==> config.mk <==
export PLATFORM = sky130hd
export DESIGN_NAME = cwse_sqrt
export DESIGN_NICKNAME = d
export VERILOG_FILES = /design/src/rtl/cwse_pkg.sv /design/src/rtl/cwse_sqrt.sv
export SDC_FILE = /design/constraint.sdc
export NUM_CORES = 1
export LEC_CHECK = 0
export BUFFER_PORTS_ARGS = -buffer_cell sky130_fd_sc_hd__buf_2
export CAP_MARGIN = 30
export CORE_MARGIN = 3
export CORE_UTILIZATION = 50
export CTS_CLUSTER_DIAMETER = 80
export DETAILED_ROUTE_END_ITERATION = 10
export PLACE_DENSITY = 0.7
export SETUP_SLACK_MARGIN = 0.2
export SYNTH_ARGS = -nofsm -noshare
export SYNTH_HDL_FRONTEND = slang
export SYNTH_SLANG_ARGS = --single-unit
==> constraint.sdc <==
create_clock -name clk -period 3.9 [get_ports clk]
set_clock_uncertainty 0.05 [all_clocks]
set_input_delay 0.195 -clock clk [delete_from_list [all_inputs] [get_ports clk]]
set_output_delay 0.195 -clock clk [all_outputs]
set_load 0.02 [all_outputs]
==> src/rtl/cwse_pkg.sv <==
`default_nettype none
package cwse_pkg;

  localparam int FRAC_BITS    = 12;
  localparam int CORDIC_STEPS = 16;

  localparam int TWOF      = 2 * FRAC_BITS;
  localparam int ANG_UP    = (TWOF <= 30) ? 30 - TWOF : 0;
  localparam int ANG_DN    = (TWOF > 30) ? TWOF - 30 : 0;
  localparam int MOD_W     = 32 + ANG_UP;
  localparam int RED_STEPS = (MOD_W > 32) ? MOD_W - 32 : 0;
  localparam int PH_W      = 35;
  localparam int CW        = 34;
  localparam int NU_W      = 49;
  localparam int DQ_W      = 50 - FRAC_BITS;

  localparam longint PI_Q30      = 64'd3373259426;
  localparam longint TWO_PI_Q30  = 64'd6746518852;
  localparam longint HALF_PI_Q30 = 64'd1686629713;
  localparam longint GAIN_Q30    = 64'd652032874;

  localparam logic [15:0] NORM_ONE =
      ((64'd1 << FRAC_BITS) > 64'd65535) ? 16'hFFFF : 16'(64'd1 << FRAC_BITS);

  typedef enum logic [1:0] {
    REG_AMPLITUDE      = 2'd0,
    REG_FREQUENCY      = 2'd1,
    REG_NEAR_THRESHOLD = 2'd2
  } reg_index_t;

  typedef struct packed {
    logic signed [15:0] u_coord;
    logic signed [15:0] v_coord;
  } item_t;

  typedef struct packed {
    logic signed [15:0] pos_x;
    logic signed [15:0] pos_y;
    logic signed [31:0] pos_z;
    logic [15:0]        radius;
    logic signed [31:0] tan_u_z;
    logic signed [31:0] tan_v_z;
    logic signed [31:0] norm_x;
    logic signed [31:0] norm_y;
    logic [15:0]        norm_z;
    logic               near_center;
  } result_t;

  function automatic logic signed [31:0] sat32(input logic signed [63:0] v);
    if (v > 64'sd2147483647) begin
      return 32'sh7FFFFFFF;
    end else if (v < -64'sd2147483648) begin
      return 32'sh80000000;
    end
    return 32'(v);
  endfunction

  function automatic logic signed [31:0] qsat(input logic neg, input logic [63:0] q);
    if (!neg) begin
      if (q > 64'd2147483647) return 32'sh7FFFFFFF;
      return 32'(q);
    end
    if (q > 64'd2147483648) return 32'sh80000000;
    return 32'(-q);
  endfunction

  function automatic logic [30:0] atan_q30(input int k);
    logic [30:0] r;
    unique case (k)
      0:  r = 31'd843314856;
      1:  r = 31'd497837829;
      2:  r = 31'd263043836;
      3:  r = 31'd133525158;
      4:  r = 31'd67021686;
      5:  r = 31'd33543515;
      6:  r = 31'd16775850;
      7:  r = 31'd8388437;
      8:  r = 31'd4194282;
      9:  r = 31'd2097149;
      10: r = 31'd1048575;
      11: r = 31'd524287;
      12: r = 31'd262143;
      13: r = 31'd131071;
      14: r = 31'd65535;
      15: r = 31'd32767;
      16: r = 31'd16383;
      17: r = 31'd8191;
      18: r = 31'd4095;
      19: r = 31'd2047;
      20: r = 31'd1023;
      21: r = 31'd511;
      22: r = 31'd255;
      23: r = 31'd127;
      24: r = 31'd63;
      25: r = 31'd31;
      26: r = 31'd15;
      27: r = 31'd7;
      28: r = 31'd3;
      29: r = 31'd1;
      default: r = 31'd0;
    endcase
    return r;
  endfunction

endpackage
`default_nettype wire

==> src/rtl/cwse_sqrt.sv <==
`default_nettype none
module cwse_sqrt #(
  parameter int SW = 1
) (
  input  logic        clk,
  input  logic        rst,
  input  logic        in_valid,
  input  logic [31:0] n,
  input  logic [SW-1:0] side_in,
  output logic        out_valid,
  output logic [15:0] root,
  output logic [SW-1:0] side_out
);
  import cwse_pkg::*;

  logic          sv   [0:16];
  logic [31:0]   srem [0:16];
  logic [15:0]   sroot[0:16];
  logic [SW-1:0] sside[0:16];

  assign sv[0]    = in_valid;
  assign srem[0]  = n;
  assign sroot[0] = 16'd0;
  assign sside[0] = side_in;

  for (genvar g = 0; g < 16; g++) begin : g_bit
    localparam int SH = 15 - g;
    logic [32:0] trial;
    logic        take;
    assign trial = (33'(sroot[g]) << (SH + 1)) + (33'd1 << (2 * SH));
    assign take  = {1'b0, srem[g]} >= trial;
    always_ff @(posedge clk) begin
      if (rst) begin
        sv[g+1] <= 1'b0;
      end else begin
        sv[g+1] <= sv[g];
      end
      srem[g+1]  <= take ? 32'({1'b0, srem[g]} - trial) : srem[g];
      sroot[g+1] <= take ? (sroot[g] | (16'd1 << SH)) : sroot[g];
      sside[g+1] <= sside[g];
    end
  end

  assign out_valid = sv[16];
  assign root      = sroot[16];
  assign side_out  = sside[16];

endmodule
`default_nettype wire

Word-level counts from Yosys, hierarchy flattened
Index checks and enable logic that the tools add are counted.
{"block": "word_totals", "reg_bits": 768, "inputBits": 36, "output_inout_bits": 18, "wordCells": 140}
{"block": "op_classes", "n_addsub": 30, "order_cmp": 16, "n_mux": 16}
{"operator": "$mux 32", "n": 15}
{"operator": "$ge 32x33->1", "n": 1}
{"operator": "$add 31x29->32 const B", "n": 1}
{"operator": "$ge 32x19->1", "n": 1}
{"operator": "$ge 32x20->1", "n": 1}
{"operator": "$ge 32x21->1", "n": 1}
{"operator": "$ge 32x22->1", "n": 1}
{"operator": "$ge 32x23->1", "n": 1}
{"operator": "$ge 32x24->1", "n": 1}
{"operator": "$ge 32x25->1", "n": 1}
{"operator": "$ge 32x26->1", "n": 1}
{"operator": "$ge 32x27->1", "n": 1}
{"operator": "$ge 32x28->1", "n": 1}
{"operator": "$ge 32x29->1", "n": 1}
{"operator": "$ge 32x30->1", "n": 1}
{"operator": "$ge 32x31->1", "n": 1}
{"operator": "$ge 32x31->1 const B", "n": 1}
{"operator": "$ge 32x32->1", "n": 1}
{"operator": "$sub 32x19->32", "n": 1}
{"operator": "$sub 32x20->32", "n": 1}
{"operator": "$sub 32x21->32", "n": 1}
{"operator": "$sub 32x22->32", "n": 1}
{"operator": "$sub 32x23->32", "n": 1}
{"operator": "$sub 32x24->32", "n": 1}
{"operator": "24 further kinds", "n": 24}

Logic depth before layout (Yosys ltp)
Gate-level depths: netlist (run 1).
{"block": "logic_depth", "word_depth": 3, "mapped_depth": 13, "mapped_depth_nobuf": 10}

Worst setup path before layout (run 1)
Ideal clock, no wire load.
{"block": "synth_path", "path_kind": "register to register", "from": "reg srem[121] (netlist bit)", "to": "reg srem[91] (netlist bit)", "t_arrival_ns": 2.681, "slack_ns": 1.035, "path_stages_with_launch": 8, "path_buffers": 0, "synth_period_minus_slack_ns": 2.865, "path_cell_list": "dfxtp_1 or4_4 or4_4 or3_1 or4_4 o211ai_2 nor4_1 xor2_1"}
{"block": "synth_between", "elab_chain_len": 2}
{"item": "from (decl)", "line": "cwse_sqrt.sv:17", "source": "logic [31:0] srem [0:16];"}
{"item": "from (signal, indexed assignment)", "line": "cwse_sqrt.sv:38", "source": "srem[g+1] <= take ? 32'({1'b0, srem[g]} - trial) : srem[g];"}
{"item": "$sub 32x20->32 or $ge 32x20->1 (tied branches)", "line": "cwse_sqrt.sv:38, cwse_sqrt.sv:31"}
{"item": "$mux 32 *", "line": "cwse_sqrt.sv:38"}
Every way passes the cells marked *; elsewhere a longest branch is shown, timed or not.
A chain may end at the register's enable or synchronous reset.

Worst setup path after layout (run 1)
{"block": "layout_path", "from": "reg sroot[85] (netlist bit)", "to": "reg srem[159] (netlist bit)"}
{"block": "layout_between", "elab_chain_len": 3}
{"item": "from (decl)", "line": "cwse_sqrt.sv:18", "source": "logic [15:0] sroot[0:16];"}
{"item": "from (signal, indexed assignment)", "line": "cwse_sqrt.sv:39", "source": "sroot[g+1] <= take ? (sroot[g] | (16'd1 << SH)) : sroot[g];"}
{"item": "$add 21x9->22 *", "line": "cwse_sqrt.sv:30", "source": "assign trial = (33'(sroot[g]) << (SH + 1)) + (33'd1 << (2 * SH));"}
{"item": "$sub 32x22->32 or $ge 32x22->1 (tied branches)", "line": "cwse_sqrt.sv:38, cwse_sqrt.sv:31"}
{"item": "$mux 32 *", "line": "cwse_sqrt.sv:38"}
Marked as above.

==> metrics, run 1 <==
WHS Endpoint srem[495]; top-area cell type share of the netlist area 0.545; initial antenna violation count 0; clock latency on the worst-skew pair 590 ps; Yosys top cell by area dfxtp_1; proportion of layout cells with a drive suffix above 1 0.0883; CTS tree yes; Final min period 3320 ps; unrepaired setup endpoints after global routing no; post-layout instance area 27300 um2; Congestion Overflow GR 0; Pwr Density 783 nW/um2; # IOs 54; GR Util All Layers 0.198; Critical Path Sink Type register; Cell Area, Synth 23800 um2; synth cell count leaders dfxtp_1 (648), inv_1 (186), ha_1 (150), nor2_1 (148), a21oi_1 (128); Distinct cells, synth 75; flop2flop setup slack 580 ps; GRT Max-Usage Layer met2; Fmax achieved 301 MHz; outcome completed; clk sink count 648; Die X 224 um; routability cong. 0.930; Hold Path Depth 2; Post-CTS Resized 0; Root Buffer clkbuf_16; area of placed instances 24800 um2; Post-synth EDFFs 0; crit path launch type register; initial detailed-routing violation count 703; Pins Over Slew Limit 0; critical register-to-register path endpoint srem[159]; met3 Resource Use GR 0.0356; HP Class primary input to register; Die H 224 um; dominant synthesized flop cell dfxtp_1; H-Tree Depth 3; Syn. warnings 0; HPWL after DPL 37.0 mm; Cells after Synth 2311; Final Hold Viols 0; port bufs 53; final wirelength 49.5 mm; final setup violation count 0; sequential area share after synthesis 0.545; Routed wire per std cell 16.0 um; Core Box Area 46800 um2; die area 50200 um2; leakage power 12.3 nW; Ant. Diodes 0; FF-to-FF path depth 9; Worst slew margin 0.464; antenna-violating nets left 0; Synth-to-Final Area Change 14.7%; Worst Tran Pin Value 794 ps; vias in the first global route 17000; hold_sp n[15]; post-CTS setup buffers 0; met1 Track Usage GR 0.191; critical path fanouts, max 6; Starting Density 0.509; FP Rows 79; Synth Net Count 2497; VDD IR max 0.000468 V; Vias/cell 5.32; max-cap viol count 0; ys async rst share 0; Initial DRT Pass Iterations 8; Final period util 0.852; final-stage net count 2633; via count 16500; Clock Path Buffers 3; worst r2r src sroot[85]; most frequent cell after synthesis dfxtp_1; ranking of synthesized cells by area dfxtp_1 (55%), ha_1 (7.9%), xnor2_1 (3.8%); CP arrival 3740 ps; TritonCTS Buffers 66; TNS Setup 0 ps; largest net degree at the start of global routing 28; Worst-path clk slew 60 ps; DRC errors left 0; Synth Register Bits 648; Fill cells 3855; critical path type register to register; first-pass GRT wire length 81.3 mm; Required @ worst endpoint 4320 ps; syn_area_per_cell 10.3 um2; met2 usage 0.401
## registers in the layout, indices dropped and copies added, names as in the netlist
name	flops
sside	15
side_out	1
root	16
sv	15
sroot	120
srem	480
out_valid	1
## cell families (layout without fill, tap and decap cells)
logic type / count (synthesis) / in the layout / synth area share
buffers and inverters: 221 / 402 / 0.0358
AOI/OAI and AO/OA: 424 / 424 / 0.112
and+or+nand+nor: 649 / 649 / 0.145
DFF: 648 / 648 / 0.545
xor gates and xnor gates: 186 / 186 / 0.0685
muxes: 33 / 33 / 0.0153
adders and majority gates: 150 / 150 / 0.0789
## stage by stage
step           total power, W  setup WS (ps)  utilization  hold WS (ps)  std cells
2_1_floorplan          0.0138           1040            -           173       2311
3_3_place_gp           0.0151            689        0.529           248       2949
3_5_place_dp           0.0153            646        0.529           261       2949
4_1_cts                0.0215            613        0.583           150       3099
5_1_grt                0.0227            382        0.583           178       3099
6_report               0.0214            578        0.583           197       3099
## cells in the final DEF (no fill, tap or decap), types with 19 or more instances in the layout
cell           count
nor4_1            71
o21a_1            39
or3_1             27
a21o_1            22
inv_1            186
nor2b_1           38
clkbuf_16         66
nand2_1          120
nor3_1            67
nand3_1           25
a21oi_1          128
ha_1             150
nor2_1           148
o21ai_0          112
nand4_1           28
dlygate4sd3_1     37
dfxtp_1          648
xnor2_1          102
xor2_1            84
buf_2             53
mux2_2            25
clkbuf_8          19
nand2b_1          26
## worst max-delay path, cell delays in order, from the launching register on
cell	delay, ps
dfxtp_1	320
inv_1	40
ha_1	330
or4b_2	600
nor3_1	540
and3_1	250
o21ai_0	90
a21boi_0	610
nand4_1	200
xnor2_1	160
## layout make-up
type                    count  area (um2)  area share
multi-input cells        1442        9970       0.365
clock inverters            17         203     0.00743
repair buffers            101         718      0.0263
inverters                 188         706      0.0259
clock buffers              96        1950      0.0716
flip-flops and latches    648       13000       0.476
well taps                 607         759      0.0278
## metal layers
| layer | vias to the layer above | routed length [um] |
|---|---|---|
| met4 | 0 | 2210 |
| met3 | 147 | 1450 |
| met2 | 315 | 27300 |
| met1 | 7683 | 18500 |
| li1 | 8332 | - |
| met5 | - | 0 |
## worst max-delay path by stage
stage | from | endpoint | slack [ps] | cells past startpoint
floorplan | srem[121] | srem[91] | 1040 | 7
global placement | sroot[41] | srem[40] | 690 | 8
detailed placement | srem[280] | srem[255] | 650 | 7
CTS | sroot[85] | srem[159] | 610 | 9
global route | sroot[85] | srem[159] | 380 | 9
finish | sroot[85] | srem[159] | 580 | 9
## what timing repair did
action	CTS	global route
hold buffers	37	0
setup endpoints to repair	0	0
endpoints found under the hold margin	50	0
## report_power, final
part	switching, W	internal [W]	total [W]
logic	0.00316	0.00274	0.00590
registers	0.00111	0.00823	0.00934
clock network	0.00255	0.00359	0.00614
Note: power is estimated with default switching activity, not from simulation.
==> run 2, diff against run 1 <==
--- a/config.mk
+++ b/config.mk
@@ -5,6 +5,7 @@
 export SDC_FILE = /design/constraint.sdc
 export NUM_CORES = 1
 export LEC_CHECK = 0
+export ABC_AREA = 1
 export BUFFER_PORTS_ARGS = -buffer_cell sky130_fd_sc_hd__buf_2
 export CAP_MARGIN = 30
 export CORE_MARGIN = 3
==> constraint.sdc (replaced) <==
create_clock -name clk -period 3.9 [get_ports clk]
set_clock_uncertainty 0.05 [all_clocks]
set_input_delay 0.195 -clock clk [delete_from_list [all_inputs] [get_ports clk]]
set_output_delay 0.195 -clock clk [all_outputs]
set_load 0.1 [all_outputs]
==> metrics, run 2 <==
outcome completed (unchanged); Initial DRT Pass Iterations 6 (was 8); Final min period 2510 ps (was 3320 ps); Slowest-stage cell, CP nand4_1 (was a21boi_0); first-pass GRT wire length 112 mm (was 81.3 mm); Clock power frac 0.259 (was 0.287); TNS Setup 0 ps (unchanged); critical path fanouts, max 14 (was 6); Die H 243 um (was 224 um); Starting Density 0.508 (was 0.509); switching share of power 0.401 (was 0.319); post-layout instance area 31900 um2 (was 27300 um2); cell breakdown of the critical path inv_1 -> ha_1 -> nand2_1 -> nor2_1 -> nor2_1 -> o21ai_2 -> nand2_1 -> nand4_1 -> nand2_1 -> nand2_1 (was inv_1 -> ha_1 -> or4b_2 -> nor3_1 -> and3_1 -> o21ai_0 -> a21boi_0 -> nand4_1 -> xnor2_1); Clock Path Buffers 3 (unchanged); Comb pwr share 0.366 (was 0.276); proportion of layout cells with a drive suffix above 1 0.0641 (was 0.0883); Root Buffer clkbuf_16 (unchanged); dominant synthesized flop cell dfxtp_1 (unchanged); vias in the first global route 22000 (was 17000); synth cell count leaders nand2_1 (1171), dfxtp_1 (648), inv_1 (571), nor2_1 (399), nand3_1 (223) (was dfxtp_1 (648), inv_1 (186), ha_1 (150), nor2_1 (148), a21oi_1 (128)); via count 23400 (was 16500); final cell count without fillers 4744 (was 3099); # IOs 54 (unchanged); crit path launch type register (unchanged); Worst-path clk slew 70 ps (was 60 ps); Levels on crit path 10 (was 9); DRC errors left 0 (unchanged); Crit path max-delay family simple AND/OR/NAND/NOR gates (unchanged); syn_area_per_cell 7.39 um2 (was 10.3 um2); initial detailed-routing violation count 1895 (was 703); VDD IR max 0.000529 V (was 0.000468 V); Congestion Overflow GR 0 (unchanged); Die X 243 um (was 224 um); max-cap viol count 0 (unchanged); Final period util 0.644 (was 0.852); GR Util All Layers 0.234 (was 0.198); Core Box Area 55400 um2 (was 46800 um2); TritonCTS Buffers 67 (was 66); antenna-violating nets left 0 (unchanged); Routed wire per std cell 14.8 um (was 16.0 um); Yosys top cell by area dfxtp_1 (unchanged); post-CTS setup buffers 0 (unchanged); Buf/Inv on CP 1 (unchanged); Final Hold Viols 0 (unchanged); area of placed instances 29100 um2 (was 24800 um2); P_int 0.0155 W (was 0.0146 W); CP arrival 2960 ps (was 3740 ps); Fmax achieved 398 MHz (was 301 MHz); Setup crit start sroot[102] (was sroot[85]); port bufs 53 (unchanged); die area 59200 um2 (was 50200 um2); Worst slew margin 0.497 (was 0.464); Design Power 0.0258 W (was 0.0214 W); CP dominant cell by count nand2_1; worst r2r src sroot[102] (was sroot[85]); Synth Net Count 3993 (was 2497); Post-synth EDFFs 0 (unchanged); Hold Path Depth 2 (unchanged); leakage power 16.5 nW (was 12.3 nW); HP Class primary input to register (unchanged); FF-to-FF path depth 10 (was 9); final wirelength 70.0 mm (was 49.5 mm); top-area cell type share of the netlist area 0.461 (was 0.545); routability cong. 0.953 (was 0.930); Placed Cells 4585 (was 2949); Critical Path Sink Type register (unchanged); Net Switching 0.0103 W (was 0.00682 W); Synth Register Bits 648 (unchanged); Seq pwr share 0.375 (was 0.437); number of flip-flops in the largest register 480 (unchanged); ranking of synthesized cells by area dfxtp_1 (46%), nand2_1 (16%), inv_1 (7.6%) (was dfxtp_1 (55%), ha_1 (7.9%), xnor2_1 (3.8%)); Critical Path Max Stage Delay 590 ps (was 610 ps); most frequent cell after synthesis nand2_1 (was dfxtp_1); critical path type register to register (unchanged); sequential area share after synthesis 0.461 (was 0.545); most common cell after layout, fill and taps aside nand2_1 (was dfxtp_1); final setup violation count 0 (unchanged); FP Rows 86 (was 79); Worst Tran Pin Value 746 ps (was 794 ps); Cell Area, Synth 28100 um2 (was 23800 um2); Required @ worst endpoint 4350 ps (was 4320 ps); unrepaired setup endpoints after global routing no (unchanged); final-stage net count 4128 (was 2633); ys async rst share 0 (unchanged); Distinct cells, synth 42 (was 75); Vias/cell 4.94 (was 5.32); Pins Over Slew Limit 0 (unchanged); Biggest register srem (unchanged); Synth-to-Final Area Change 13.2% (was 14.7%); H-Tree Depth 3 (unchanged); Ant. Diodes 0 (unchanged); clock latency on the worst-skew pair 620 ps (was 590 ps); Cells after Synth 3807 (was 2311); initial antenna violation count 0 (unchanged); Pwr Density 810 nW/um2 (was 783 nW/um2); most frequent cells in the layout nand2_1 (1171), dfxtp_1 (648), inv_1 (571) (was dfxtp_1 (648), inv_1 (186), ha_1 (150)); clk sink count 648 (unchanged); CTS tree yes (unchanged); hold_sp n[9] (was n[15]); HPWL after DPL 54.8 mm (was 37.0 mm); largest net degree at the start of global routing 25 (was 28); Syn. warnings 0 (unchanged)
run 2: timing repair:
action	4_1_cts	5_1_grt
hold endpoints to repair	50	0
resized for setup	0	0
hold buffers	36	0
run 2: path summary, 6_finish.rpt:
| kind | slack [ps] | endpoint |
|---|---|---|
| worst max register to register | 1390 | srem[177] |
| worst min register to register | 270 | sside[3] |
| worst min-delay path | 170 | srem[489] |
| worst max-delay path | 1390 | srem[177] |
run 2: stage by stage:
stage,setup slack (ps),hold slack (ps),util
floorplan,2070,173,-
global placement,1340,247,0.526
detailed placement,1340,249,0.526
CTS,1310,131,0.575
global route,1130,168,0.575
finish,1390,170,0.575
run 2: kinds of logic (layout without fill, tap and decap cells):
family,after synthesis,after routing,share of synthesized area
buffers and inverters,612,801,0.0861
AO/OA/AOI/OAI,283,283,0.0559
flip-flops,648,648,0.461
AND/OR/NAND/NOR,2013,2013,0.299
XOR/XNOR,101,101,0.0314
adder cells (fa/ha/maj),150,150,0.0667
run 2: cell type report:
| cell class | instances | area (um2) |
|---|---|---|
| inverters | 585 | 2200 |
| flip-flops and latches | 648 | 13000 |
| multi-input cells | 2547 | 12700 |
| well taps | 748 | 936 |
| fillers | 5192 | 23500 |
| repair buffers | 93 | 656 |
| clock buffers | 81 | 1790 |
| clock inverters | 42 | 574 |
run 2: routing by layer:
layer,part of all wire,global-route usage,vias to the layer above,wire length [um]
li1,-,-,12200,-
met1,0.45,0.298,10600,31300
met2,0.47,0.402,582,32900
met3,0.052,0.0386,138,3660
met4,0.030,0.0787,0,2110
met5,0,0,-,0
run 2: power groups by stage:
stage	clock (W)	sequential [W]	combinational, W
after floorplan	0	0.00933	0.00723
after global placement	0	0.00983	0.00924
after detailed placement	0	0.00982	0.00928
after CTS	0.00681	0.00969	0.00938
after global routing	0.00708	0.00985	0.0108
final	0.00668	0.00969	0.00945
